File: config.mk
export PLATFORM = sky130hd
export DESIGN_NAME = stack_machine_arith_unit_flat
export DESIGN_NICKNAME = d
export VERILOG_FILES = /design/src/sma_pkg.sv /design/src/sma_if.sv /design/src/sma_alu.sv /design/src/stack_machine_arith_unit.sv /design/src/flat_wrapper.sv
export SDC_FILE = /design/constraint.sdc
export NUM_CORES = 2
export LEC_CHECK = 0
export ABC_CLOCK_PERIOD_IN_PS = 4750
export BUFFER_PORTS_ARGS = -buffer_cell sky130_fd_sc_hd__buf_4
export CORE_ASPECT_RATIO = 1.4
export CORE_MARGIN = 8
export CORE_UTILIZATION = 39
export CTS_BUF_LIST = sky130_fd_sc_hd__clkbuf_8
export CTS_CLUSTER_DIAMETER = 120
export DETAILED_ROUTE_END_ITERATION = 6
export PLACE_DENSITY = 0.6
export SLEW_MARGIN = 25
export SYNTH_ARGS = -nofsm -noshare
export SYNTH_HDL_FRONTEND = slang
export SYNTH_SLANG_ARGS = --single-unit
File: constraint.sdc
create_clock -name i_clk -period 4.75 [get_ports i_clk]
set_input_delay 0.2375 -clock i_clk [delete_from_list [all_inputs] [get_ports i_clk]]
set_output_delay 0.2375 -clock i_clk [all_outputs]
set_load 0.01 [all_outputs]
File: src/sma_pkg.sv
// Shared types and codes for the stack machine arithmetic unit.
// No dependencies.
package sma_pkg;

    typedef enum logic [2:0] {
        OP_PUSH  = 3'd0,
        OP_POP   = 3'd1,
        OP_DIV   = 3'd2,
        OP_MUL   = 3'd3,
        OP_MOD   = 3'd4,
        OP_PCHAR = 3'd5,
        OP_PSTR  = 3'd6,
        OP_NOP   = 3'd7
    } t_opcode;

    typedef enum logic [2:0] {
        ERR_OK      = 3'd0,
        ERR_SHORT   = 3'd1,
        ERR_DIVZERO = 3'd2,
        ERR_EMPTY   = 3'd3,
        ERR_RANGE   = 3'd4,
        ERR_FULL    = 3'd5
    } t_err;

    localparam logic [6:0] CHAR_NEWLINE = 7'd10;
    localparam logic [31:0] CHAR_LIMIT  = 32'd127;
    localparam logic [31:0] PSTR_BOUND  = 32'd128;

    typedef struct packed {
        logic [2:0]  opcode;
        logic [31:0] operand_value;
    } t_in_item;

    typedef struct packed {
        logic        char_valid;
        logic [6:0]  char_code;
        logic [2:0]  error_code;
        logic [31:0] top_value;
        logic [5:0]  stack_count;
        logic        last;
    } t_out_item;

    // Shared arithmetic unit control
    typedef struct packed {
        logic start;
        logic is_mul;
        logic want_rem;
    } t_alu_ctl;

endpackage

File: src/sma_if.sv
// Valid/ready channel interface carrying one item.
// No dependencies.
interface sma_if #(
    parameter type T = logic
);
    logic valid;
    logic ready;
    T     payload;

    modport source (output valid, output payload, input ready);
    modport sink (input valid, input payload, output ready);
endinterface

File: src/sma_alu.sv
// Shared iterative unit: shift-add multiply and restoring divide, one bit a cycle.
// Depends on sma_pkg.
module sma_alu
    import sma_pkg::*;
(
    input  logic        i_clk,
    input  logic        i_rst_n,
    input  t_alu_ctl    i_ctl,
    input  logic [31:0] i_a,
    input  logic [31:0] i_b,
    output logic        o_done,
    output logic [31:0] o_result
);
    logic        r_busy, n_busy;
    logic [4:0]  r_cnt, n_cnt;
    logic        r_mul, r_rem, r_qneg, r_rneg;
    logic [31:0] r_acc, n_acc;   // product or remainder
    logic [31:0] r_sh, n_sh;     // multiplier or dividend/quotient
    logic [31:0] r_b;
    logic        r_done;
    logic [32:0] w_trial;
    logic [31:0] w_rpart;

    assign w_rpart = {r_acc[30:0], r_sh[31]};
    assign w_trial = {r_acc, r_sh[31]} - {1'b0, r_b};

    always_comb begin
        n_busy = r_busy;
        n_cnt  = r_cnt;
        n_acc  = r_acc;
        n_sh   = r_sh;
        if (r_busy) begin
            n_cnt = r_cnt + 5'd1;
            if (r_cnt == 5'd31) begin
                n_busy = 1'b0;
            end
            if (r_mul) begin
                n_acc = {r_acc[30:0], 1'b0} + (r_sh[31] ? r_b : 32'd0);
                n_sh  = {r_sh[30:0], 1'b0};
            end else if (!w_trial[32]) begin
                n_acc = w_trial[31:0];
                n_sh  = {r_sh[30:0], 1'b1};
            end else begin
                n_acc = w_rpart;
                n_sh  = {r_sh[30:0], 1'b0};
            end
        end
    end

    always_ff @(posedge i_clk) begin
        if (!i_rst_n) begin
            r_busy <= 1'b0;
            r_done <= 1'b0;
            r_cnt  <= '0;
        end else begin
            r_done <= r_busy && (r_cnt == 5'd31);
            if (i_ctl.start) begin
                r_busy <= 1'b1;
                r_cnt  <= '0;
            end else begin
                r_busy <= n_busy;
                r_cnt  <= n_cnt;
            end
        end
        if (i_ctl.start) begin
            r_mul  <= i_ctl.is_mul;
            r_rem  <= i_ctl.want_rem;
            r_acc  <= '0;
            r_qneg <= i_a[31] ^ i_b[31];
            r_rneg <= i_a[31];
            if (i_ctl.is_mul) begin
                r_sh <= i_a;
                r_b  <= i_b;
            end else begin
                r_sh <= i_a[31] ? (32'd0 - i_a) : i_a;
                r_b  <= i_b[31] ? (32'd0 - i_b) : i_b;
            end
        end else begin
            r_acc <= n_acc;
            r_sh  <= n_sh;
        end
    end

    assign o_done = r_done;
    always_comb begin
        if (r_mul) begin
            o_result = r_acc;
        end else if (r_rem) begin
            o_result = r_rneg ? (32'd0 - r_acc) : r_acc;
        end else begin
            o_result = r_qneg ? (32'd0 - r_sh) : r_sh;
        end
    end
endmodule

File: src/stack_machine_arith_unit.sv
// Stack machine arithmetic unit: bounded stack, one opcode per item.
// Push/pop/nop, pchar and errors: read the top word (S_TOP, S_TOPW), then emit (S_EMIT);
// div/mul/mod first read both operands and run the one-bit-a-cycle shared arithmetic unit
// (skipped on divide by zero). Pstr reads characters from the top down, then emits a newline.
// Next item accepted the cycle after the last result is registered; a held result
// stalls the sequencer. Sync active-low reset clears count/sequencer, not the memory.
module stack_machine_arith_unit
    import sma_pkg::*;
#(
    parameter int STACK_DEPTH = 32
) (
    input  logic i_clk,
    input  logic i_rst_n,
    sma_if.sink   i_in,
    sma_if.source o_out
);
    localparam int AW = $clog2(STACK_DEPTH);

    typedef enum logic [3:0] {
        S_IDLE, S_RD1, S_RD2, S_DECIDE, S_ALU, S_WB, S_TOP, S_TOPW,
        S_EMIT, S_PRD, S_PWAIT, S_PCHK
    } t_state;

    t_state      r_state;
    logic [31:0] r_mem [STACK_DEPTH];
    logic [5:0]  r_count;
    logic [2:0]  r_op;
    logic [31:0] r_rd;
    logic [31:0] r_a;
    logic [5:0]  r_idx;
    logic [2:0]  r_err;
    logic        r_nl_pending;
    logic [AW-1:0] r_raddr;
    logic        r_ovalid;
    t_out_item   r_oitem;
    logic [6:0]  r_pchar;
    t_alu_ctl    w_ctl;
    logic        w_done;
    logic [31:0] w_res;
    logic        w_out_free;
    logic        w_emit;

    // r_rd holds the top word while the sequencer sits in S_DECIDE
    sma_alu u_alu (
        .i_clk(i_clk), .i_rst_n(i_rst_n), .i_ctl(w_ctl),
        .i_a(r_a), .i_b(r_rd), .o_done(w_done), .o_result(w_res)
    );

    assign w_out_free = !r_ovalid || o_out.ready;
    assign w_emit = (r_state == S_EMIT) && w_out_free;
    assign i_in.ready = (r_state == S_IDLE);
    assign o_out.valid = r_ovalid;
    assign o_out.payload = r_oitem;

    always_comb begin
        w_ctl.start    = (r_state == S_DECIDE) && (r_op == OP_DIV || r_op == OP_MUL
                         || r_op == OP_MOD) && !(r_op != OP_MUL && r_rd == 32'd0);
        w_ctl.is_mul   = (r_op == OP_MUL);
        w_ctl.want_rem = (r_op == OP_MOD);
    end

    always_ff @(posedge i_clk) begin
        r_rd <= r_mem[r_raddr];
        if (!i_rst_n) begin
            r_state  <= S_IDLE;
            r_count  <= '0;
            r_ovalid <= 1'b0;
        end else begin
            if (w_emit) begin
                r_ovalid <= 1'b1;
            end else if (o_out.ready) begin
                r_ovalid <= 1'b0;
            end
            case (r_state)
                S_IDLE: begin
                    if (i_in.valid && i_in.ready) begin
                        r_op  <= i_in.payload.opcode;
                        r_nl_pending <= 1'b0;
                        case (t_opcode'(i_in.payload.opcode))
                            OP_PUSH: begin
                                if (r_count >= 6'(STACK_DEPTH)) begin
                                    r_err <= ERR_FULL;
                                    r_state <= S_TOP;
                                end else begin
                                    r_err <= ERR_OK;
                                    r_mem[r_count[AW-1:0]] <= i_in.payload.operand_value;
                                    r_count <= r_count + 6'd1;
                                    r_state <= S_TOP;
                                end
                            end
                            OP_POP: begin
                                if (r_count == 6'd0) begin
                                    r_err <= ERR_EMPTY;
                                end else begin
                                    r_err <= ERR_OK;
                                    r_count <= r_count - 6'd1;
                                end
                                r_state <= S_TOP;
                            end
                            OP_DIV, OP_MUL, OP_MOD: begin
                                if (r_count < 6'd2) begin
                                    r_err <= ERR_SHORT;
                                    r_state <= S_TOP;
                                end else begin
                                    r_err <= ERR_OK;
                                    r_raddr <= AW'(r_count - 6'd2);
                                    r_state <= S_RD1;
                                end
                            end
                            OP_PCHAR: begin
                                r_err <= (r_count == 6'd0) ? ERR_EMPTY : ERR_OK;
                                r_state <= S_TOP;
                            end
                            OP_PSTR: begin
                                r_err <= ERR_OK;
                                r_idx <= r_count;
                                r_state <= S_PRD;
                            end
                            default: begin
                                r_err <= ERR_OK;
                                r_state <= S_TOP;
                            end
                        endcase
                    end
                end
                S_RD1: begin
                    r_raddr <= AW'(r_count - 6'd1);
                    r_state <= S_RD2;
                end
                S_RD2: begin
                    r_a <= r_rd;
                    r_state <= S_DECIDE;
                end
                S_DECIDE: begin
                    if (r_op != OP_MUL && r_rd == 32'd0) begin
                        r_err <= ERR_DIVZERO;
                        r_state <= S_TOP;
                    end else begin
                        r_state <= S_ALU;
                    end
                end
                S_ALU: begin
                    if (w_done) begin
                        r_state <= S_WB;
                    end
                end
                S_WB: begin
                    r_mem[AW'(r_count - 6'd2)] <= w_res;
                    r_count <= r_count - 6'd1;
                    r_state <= S_TOP;
                end
                S_TOP: begin
                    r_raddr <= AW'(r_count - 6'd1);
                    r_state <= S_TOPW;
                end
                S_TOPW: begin
                    r_state <= S_EMIT;
                end
                S_EMIT: begin
                    // r_rd holds the top word; decide pchar here
                    if (w_out_free) begin
                        r_oitem.top_value   <= (r_count == 6'd0) ? 32'd0 : r_rd;
                        r_oitem.stack_count <= r_count;
                        if (r_nl_pending) begin
                            r_oitem.char_valid <= 1'b1;
                            r_oitem.char_code  <= CHAR_NEWLINE;
                            r_oitem.error_code <= r_err;
                            r_oitem.last       <= 1'b1;
                            r_state <= S_IDLE;
                        end else if (r_op == OP_PSTR) begin
                            r_oitem.char_valid <= 1'b1;
                            r_oitem.char_code  <= r_pchar;
                            r_oitem.error_code <= r_err;
                            r_oitem.last       <= 1'b0;
                            r_state <= S_PRD;
                        end else if (r_op == OP_PCHAR && r_err == ERR_OK
                                     && r_rd <= CHAR_LIMIT) begin
                            r_oitem.char_valid <= 1'b1;
                            r_oitem.char_code  <= r_rd[6:0];
                            r_oitem.error_code <= r_err;
                            r_oitem.last       <= 1'b0;
                            r_nl_pending <= 1'b1;
                            r_state <= S_TOP;
                        end else if (r_op == OP_PCHAR && r_err == ERR_OK) begin
                            r_oitem.char_valid <= 1'b0;
                            r_oitem.char_code  <= '0;
                            r_oitem.error_code <= ERR_RANGE;
                            r_oitem.last       <= 1'b1;
                            r_state <= S_IDLE;
                        end else begin
                            r_oitem.char_valid <= 1'b0;
                            r_oitem.char_code  <= '0;
                            r_oitem.error_code <= r_err;
                            r_oitem.last       <= 1'b1;
                            r_state <= S_IDLE;
                        end
                    end
                end
                S_PRD: begin
                    if (r_idx == 6'd0) begin
                        r_nl_pending <= 1'b1;
                        r_state <= S_TOP;
                    end else begin
                        r_raddr <= AW'(r_idx - 6'd1);
                        r_state <= S_PWAIT;
                    end
                end
                S_PWAIT: begin
                    r_state <= S_PCHK;
                end
                S_PCHK: begin
                    if (r_rd == 32'd0 || r_rd >= PSTR_BOUND) begin
                        r_nl_pending <= 1'b1;
                        r_state <= S_TOP;
                    end else begin
                        r_pchar <= r_rd[6:0];
                        r_idx   <= r_idx - 6'd1;
                        // emit needs top word: reuse S_EMIT after top read
                        r_state <= S_TOP;
                    end
                end
                default: r_state <= S_IDLE;
            endcase
            // pstr char emission path: after top reread, S_EMIT sees r_op==PSTR
        end
    end
endmodule

File: src/flat_wrapper.sv
// flat-port wrapper written by rule: the top's interface ports become plain ports
module stack_machine_arith_unit_flat import sma_pkg::*;
#(
    parameter int STACK_DEPTH = 32
)
  (i_clk, i_rst_n, i_in_valid, i_in_payload, i_in_ready, o_out_valid, o_out_payload, o_out_ready);
  sma_if #(.T(t_in_item)) i_in_i ();
  sma_if #(.T(t_out_item)) o_out_i ();
  input  logic i_clk;
  input  logic i_rst_n;
  input wire logic [$bits(i_in_i.valid)-1:0] i_in_valid;
  input wire logic [$bits(i_in_i.payload)-1:0] i_in_payload;
  output wire logic [$bits(i_in_i.ready)-1:0] i_in_ready;
  output wire logic [$bits(o_out_i.valid)-1:0] o_out_valid;
  output wire logic [$bits(o_out_i.payload)-1:0] o_out_payload;
  input wire logic [$bits(o_out_i.ready)-1:0] o_out_ready;
  assign i_in_i.valid = i_in_valid;
  assign i_in_i.payload = i_in_payload;
  assign i_in_ready = i_in_i.ready;
  assign o_out_valid = o_out_i.valid;
  assign o_out_payload = o_out_i.payload;
  assign o_out_i.ready = o_out_ready;
  stack_machine_arith_unit #(.STACK_DEPTH(STACK_DEPTH)) u_core (.i_clk(i_clk), .i_rst_n(i_rst_n), .i_in(i_in_i), .o_out(o_out_i));
endmodule
# After elaboration in Yosys (flattened, before gate mapping)
# Memories as Yosys holds them, arrays and structs flattened. A register that Yosys moved wholly into a read port is not among the register bits.
# Index checks and enable logic that the tools add are counted.
totals:
  ramBits: 1024
  word_cells: 205
  n_memories: 1
  out_inout_bits: 52
  in_bits: 39
  latch_bits: 0
  ff_bits: 225
  rom_bits: 0
classes:
  order_cmp: 4
  div_mod_pow: 0
  bitwise: 3
  n_shift: 0
  mux: 78
  reduce_logical: 44
  add_sub_neg: 11
  eq_ne: 38
  n_mul: 0
mem_list:
  columns: ["name", "words", "word_bits", "read_ports", "rd_ports_with_merged_regs", "wr", "line_no", "text"]
  rows:
  - ["u_core.r_mem", 32, 32, 1, 1, 1, "stack_machine_arith_unit.sv:25", "logic [31:0] r_mem [STACK_DEPTH];"]
ops:
  columns: ["operator", "n"]
  rows:
  - ["two-way mux 32 bit", 14]
  - ["subtractor 1 x 32 -> 32 bit (first input constant)", 4]
  - ["one-hot mux 4 bit (11 select lines)", 1]
  - ["two-way mux 6 bit", 6]
  - ["one-hot mux 6 bit (2 select lines)", 3]
  - ["subtractor 33 x 32 -> 33 bit", 1]
  - ["adder 32 bit", 1]
  - ["greater-or-equal comparator 32 x 8 -> 1 bit (second input constant)", 1]
  - ["<= comparator 32 x 7 -> 1 bit (second input constant)", 1]
  - ["logical NOT 32 bit", 1]
  - ["OR reduction 32 bit", 1]
  - ["two-way mux 1 bit", 27]
  - ["two-way mux 5 bit", 5]
  - ["two-way mux 4 bit", 6]
  - ["two-way mux 3 bit", 7]
  - ["two-way mux 10 bit", 2]
  - ["== test 3 bit (second input constant)", 6]
  - ["== test 4 x 3 -> 1 bit (second input constant)", 4]
  - ["== test 4 bit (second input constant)", 4]
  - ["!= test 2 bit (second input constant)", 8]
  - ["one-hot mux 5 bit (3 select lines)", 1]
  - ["== test 3 x 2 -> 1 bit (second input constant)", 4]
  - ["logical NOT 6 bit", 2]
  - ["AND reduction 3 bit", 4]
  - ["other kinds (34)", 64]

# Longest topological paths before layout
logic_depth:
  depth_word: 8
  depth_mapped: 15
  mapped_depth_nobuf: 14

# Hierarchy
# From an unflattened synthesis, not the netlist that was laid out.
unflattened:
  hier_cells: 3503
  area_unflattened_um2: 56021.2
modules_own_cells:
  columns: ["module", "area_per_inst_um2", "cells_per_inst", "seq_area_each_um2", "n_inst"]
  rows:
  - ["stack_machine_arith_unit", 45324.7, 2131, 34823.4, 1]
  - ["sma_alu", 10696.5, 1372, 2822.7, 1]

# Worst setup path after synthesis
# Ideal clock, no wire load.
synth_path:
  path_kind: "register to register"
  startpoint: "reg u_core.u_alu.r_acc[6]"
  endpoint: "mem u_core.r_mem[0][24] (data pin)"
  n_path_buf: 1
  required_time_ns: 4.296
  setup_slack_ns: 0.642
  arrival_ns: 3.654
  path_stages_with_launch: 9
  path_cell_list: "dfxtp_1 -> or4_1 -> or2_2 -> clkbuf_1 -> or3_1 -> or3_4 -> a41oi_1 -> o22ai_1 -> o21ai_0"
synth_via:
  elab_chain_cells: 5
synth_lines:
  columns: ["element", "line_no", "text"]
  rows:
  - ["start: declaration", "sma_alu.sv:17", "logic [31:0] r_acc, n_acc;"]
  - ["start signal: assignment", "sma_alu.sv:79", "r_acc <= n_acc;"]
  - ["subtractor 1 x 32 -> 32 bit", "sma_alu.sv:89", "o_result = r_rneg ? (32'd0 - r_acc) : r_acc;"]
  - ["two-way mux 32 bit", "sma_alu.sv:89", null]
  - ["two-way mux 32 bit", "sma_alu.sv:88", "end else if (r_rem) begin"]
  - ["two-way mux 32 bit", "sma_alu.sv:86", "if (r_mul) begin"]
  - ["two-way mux 32 bit (no line)", null, null]
  - ["end: declaration", "stack_machine_arith_unit.sv:25", null]
# Every way passes these cells.

# Worst setup path after layout
layout_path:
  startpoint: "reg u_core.u_alu.r_sh[31]"
  endpoint: "reg u_core.u_alu.r_acc[30]"
layout_via:
  elab_chain_cells: 3
  word_cells_on_any_way: 5
layout_lines:
  columns: ["element", "line_no", "text"]
  rows:
  - ["start: declaration", "sma_alu.sv:18", "logic [31:0] r_sh, n_sh;"]
  - ["start signal: assignment", "sma_alu.sv:72", "r_sh <= i_a;"]
  - ["start signal: assignment", "sma_alu.sv:75", "r_sh <= i_a[31] ? (32'd0 - i_a) : i_a;"]
  - ["start signal: assignment", "sma_alu.sv:80", "r_sh <= n_sh;"]
  - ["subtractor 33 x 32 -> 33 bit or two-way mux 32 bit (tied branches)", "sma_alu.sv:25, sma_alu.sv:38", null]
  - ["two-way mux 32 bit or adder 32 bit (tied branches)", "sma_alu.sv:40, sma_alu.sv:38", null]
  - ["two-way mux 32 bit *", "sma_alu.sv:37", "if (r_mul) begin"]
# Every way passes the cells marked *; elsewhere a longest branch is shown, timed or not.
# A chain may end at the register's enable or synchronous reset.

==> impl_metrics.env <==
export IMPL_wl_mm=151
export IMPL_ys_warn_count=0
export IMPL_final_max_slew_viol_count=0
export IMPL_critPathMaxStageDelay_ps=620
export IMPL_synth_ff_type="edfxtp_1"
export IMPL_routedWlPerCell_um=26.2
export IMPL_ff2ff_path_depth=13
export IMPL_grt_pass1_wl_mm=219
export IMPL_cp_max_fo=29
export IMPL_core_mm2=0.143
export IMPL_gp_congestion=0.893
export IMPL_syn_inst=3436
export IMPL_die_x_um=336
export IMPL_drc=0
export IMPL_dieHeight_um=464
export IMPL_rows=164
export IMPL_synth_edf_count=1199
export IMPL_start_kind="flip-flop"
export IMPL_initial_core_util=0.392
export IMPL_hold_path_class="in -> reg"
export IMPL_required_ps=5520
export IMPL_antenna_left=0
export IMPL_first_pass_iters=5
export IMPL_critical_path_depth=13
export IMPL_syn_avg_cell_area_um2=16.3
export IMPL_die_area_mm2=0.156
export IMPL_irDropWorstVdd_v=0.000355
export IMPL_synth_seq_cells=1281
export IMPL_timing_setup_tns_ps=0
export IMPL_cts_resized=0
export IMPL_worstHoldPathCells=3
export IMPL_tritoncts="done"
export IMPL_ys_seq_area_frac=0.673
export IMPL_routed_via_density=5.59
export IMPL_min_period_ps=4220
export IMPL_crit_arrival_ps=4990
export IMPL_period_share=0.887
export IMPL_synthToLayoutAreaGrowth_pct=13.9
export IMPL_crit_chain="inv_1 > buf_4 > nor2_1 > ha_1 > o21ai_0 > nor4b_1 > a21oi_1 > o311ai_1 > a31oi_1 > or2_2 > a31oi_1 > nor2_1 > a311oi_1"
export IMPL_drive_gt1_frac=0.239
export IMPL_cp_buffers_inverters=2
export IMPL_max_freq_mhz=237
export IMPL_antenna_found_initial=3
export IMPL_crit_path_end_kind="flip-flop"
export IMPL_p_per_area_mw_per_mm2=442
export IMPL_port_buffer_count=90
export IMPL_io_pins=91
export IMPL_r2r_slack_ps=530
export IMPL_worstSetupPathType="reg -> reg"
export IMPL_cts_setup_buffers=0
export IMPL_cts_clk_slew_worst_paths_ps=70
export IMPL_grt_setup_unrepaired="no"
export IMPL_cts_sinks=1281
export IMPL_p_leak_nw=21.2
export IMPL_grt_max_degree=73
export IMPL_synthesis_nets=3554
export IMPL_cts_made_buffers=182
export IMPL_cp_top_family="compound AO/OA/AOI/OAI gates"
export IMPL_clk_latency_ps=880
export IMPL_finalSetupViolations=0
export IMPL_grt_pass1_vias=33000
export IMPL_cts_buffer_depth=3
export IMPL_cts_root_buf="clkbuf_8"
export IMPL_worst_clock_skew_ps=46.1
export IMPL_p_total_mw=28.1
export IMPL_synthArstFlopShare=0
export IMPL_grt_overflow=0
export IMPL_status="finished clean"
export IMPL_finalHoldViolations=0
export IMPL_synth_area_mm2=0.0559
export IMPL_slowest_stage="o311ai_1"
export IMPL_grt_usage=0.189
export IMPL_dr_total_vias=32100
export IMPL_dpl_hpwl_mm=97.4
export IMPL_ctsHoldBuffers=15
export IMPL_drt_iter0_markers=2456
export IMPL_final_nets=3799
export IMPL_fillCellCount=12400
export IMPL_max_slew_margin=0.382
export IMPL_cap_violations=0
export IMPL_worst_slew_pin_slew_ps=919
export IMPL_cts_max_level=4
export IMPL_netlist_cell_type_count=83
-- final timing paths --
check	start	to
worst max-delay path	u_core.u_alu.r_sh[31]	u_core.u_alu.r_acc[30]
worst max register to register	u_core.u_alu.r_sh[31]	u_core.u_alu.r_acc[30]
worst min register to register	u_core.r_err[1]	u_core.o_out.payload[40]
worst min-delay path	i_in_payload[14]	u_core.r_mem[1][14]
-- kinds of logic (layout without fill, tap and decap cells) --
group	count (synthesis)	count (layout)	share of synthesized area
XOR/XNOR	154	154	0.0244
other	0	2	0
adder cells (fa/ha/maj)	79	79	0.0179
buffers and inverters	255	654	0.0176
AND/OR/NAND/NOR	712	712	0.0606
multiplexers	377	377	0.140
AO/OA/AOI/OAI	578	578	0.0664
flip-flops	1281	1281	0.673
-- layout by cell type (no fill, tap or decap), types with 36 or more instances in the layout --
| cell type | instances |
|---|---|
| clkinv_1 | 42 |
| nand2b_1 | 36 |
| xor2_1 | 62 |
| ha_1 | 77 |
| mux4_2 | 320 |
| mux2_2 | 36 |
| a21oi_1 | 136 |
| clkbuf_8 | 195 |
| edfxtp_1 | 1199 |
| o21ai_0 | 136 |
| and2_1 | 48 |
| buf_4 | 189 |
| xnor2_1 | 90 |
| dfxtp_1 | 81 |
| nand2_1 | 221 |
| inv_1 | 128 |
| nor3_1 | 46 |
| nor2_1 | 167 |
-- layout make-up --
class	count	area, µm²	area share
Inverter	78	293	0.00460
Multi-Input combinational cell	1900	17700	0.278
Tap cell	1909	2390	0.0375
Timing Repair Buffer	238	2240	0.0352
Antenna cell	2	5.00	0.0000786
Clock buffer	195	2680	0.0421
Clock inverter	143	719	0.0113
Sequential cell	1281	37600	0.591
-- cell usage after synthesis, types with 23 or more instances --
cell	number	share of area
a21oi_1	138	0.012
mux2_2	36	0.0072
clkbuf_1	128	0.0086
o31ai_1	31	0.0042
nand2_1	222	0.015
dfxtp_1	82	0.029
nand2b_1	36	0.0040
edfxtp_1	1199	0.64
xnor2_1	90	0.014
inv_1	78	0.0052
ha_1	77	0.017
xor2_1	62	0.0097
o21ai_0	160	0.014
a31oi_1	23	0.0026
a21o_1	29	0.0039
nor2_1	199	0.013
buf_1	36	0.0024
nand3_1	30	0.0027
mux4_2	320	0.13
nor3_1	46	0.0041
and2_1	47	0.0053
-- stage by stage --
stage / hold slack (ps) / std cells / util / setup slack, ps / instance area (µm²)
floorplan: 336 / 3436 / - / 642 / 55900
global placement: 442 / 5390 / 0.421 / 630 / 60100
detailed placement: 441 / 5390 / 0.421 / 640 / 60100
CTS: 2.95 / 5743 / 0.446 / 571 / 63700
global route: 35.5 / 5746 / 0.447 / 332 / 63700
finish: 68.0 / 5746 / 0.447 / 535 / 63700
-- flip-flops by register name, summed over array words and instances, names as in the netlist, 6 cells and up --
| register | flops |
|---|---|
| u_core.r_mem | 1024 |
| u_core.o_out.payload | 50 |
| u_core.r_a | 32 |
| u_core.r_rd | 32 |
| u_core.u_alu.r_acc | 32 |
| u_core.u_alu.r_b | 32 |
| u_core.u_alu.r_sh | 32 |
| u_core.r_pchar | 7 |
| u_core.r_count | 6 |
| u_core.r_idx | 6 |
-- worst min-delay path, cell delays in order --
cell     delay, ps
buf_4           80
nand2_1        110
o21ai_4        300
-- where the power goes --
| part | total (mW) | internal, mW | leakage, nW | switching [mW] |
|---|---|---|---|---|
| logic | 6.21 | 2.71 | 7.76 | 3.50 |
| clock network | 8.20 | 3.93 | 1.94 | 4.26 |
| registers | 13.7 | 13.0 | 11.5 | 0.777 |
-- layer usage --
layer | global-route usage | wire (µm) | up-vias
met3 | 0.0284 | 7030 | 282
met1 | 0.219 | 56600 | 16700
li1 | - | - | 14200
met4 | 0.0750 | 5870 | 0
met5 | 0 | 0 | -
met2 | 0.349 | 81100 | 989
(Power assumes the default switching activity.)
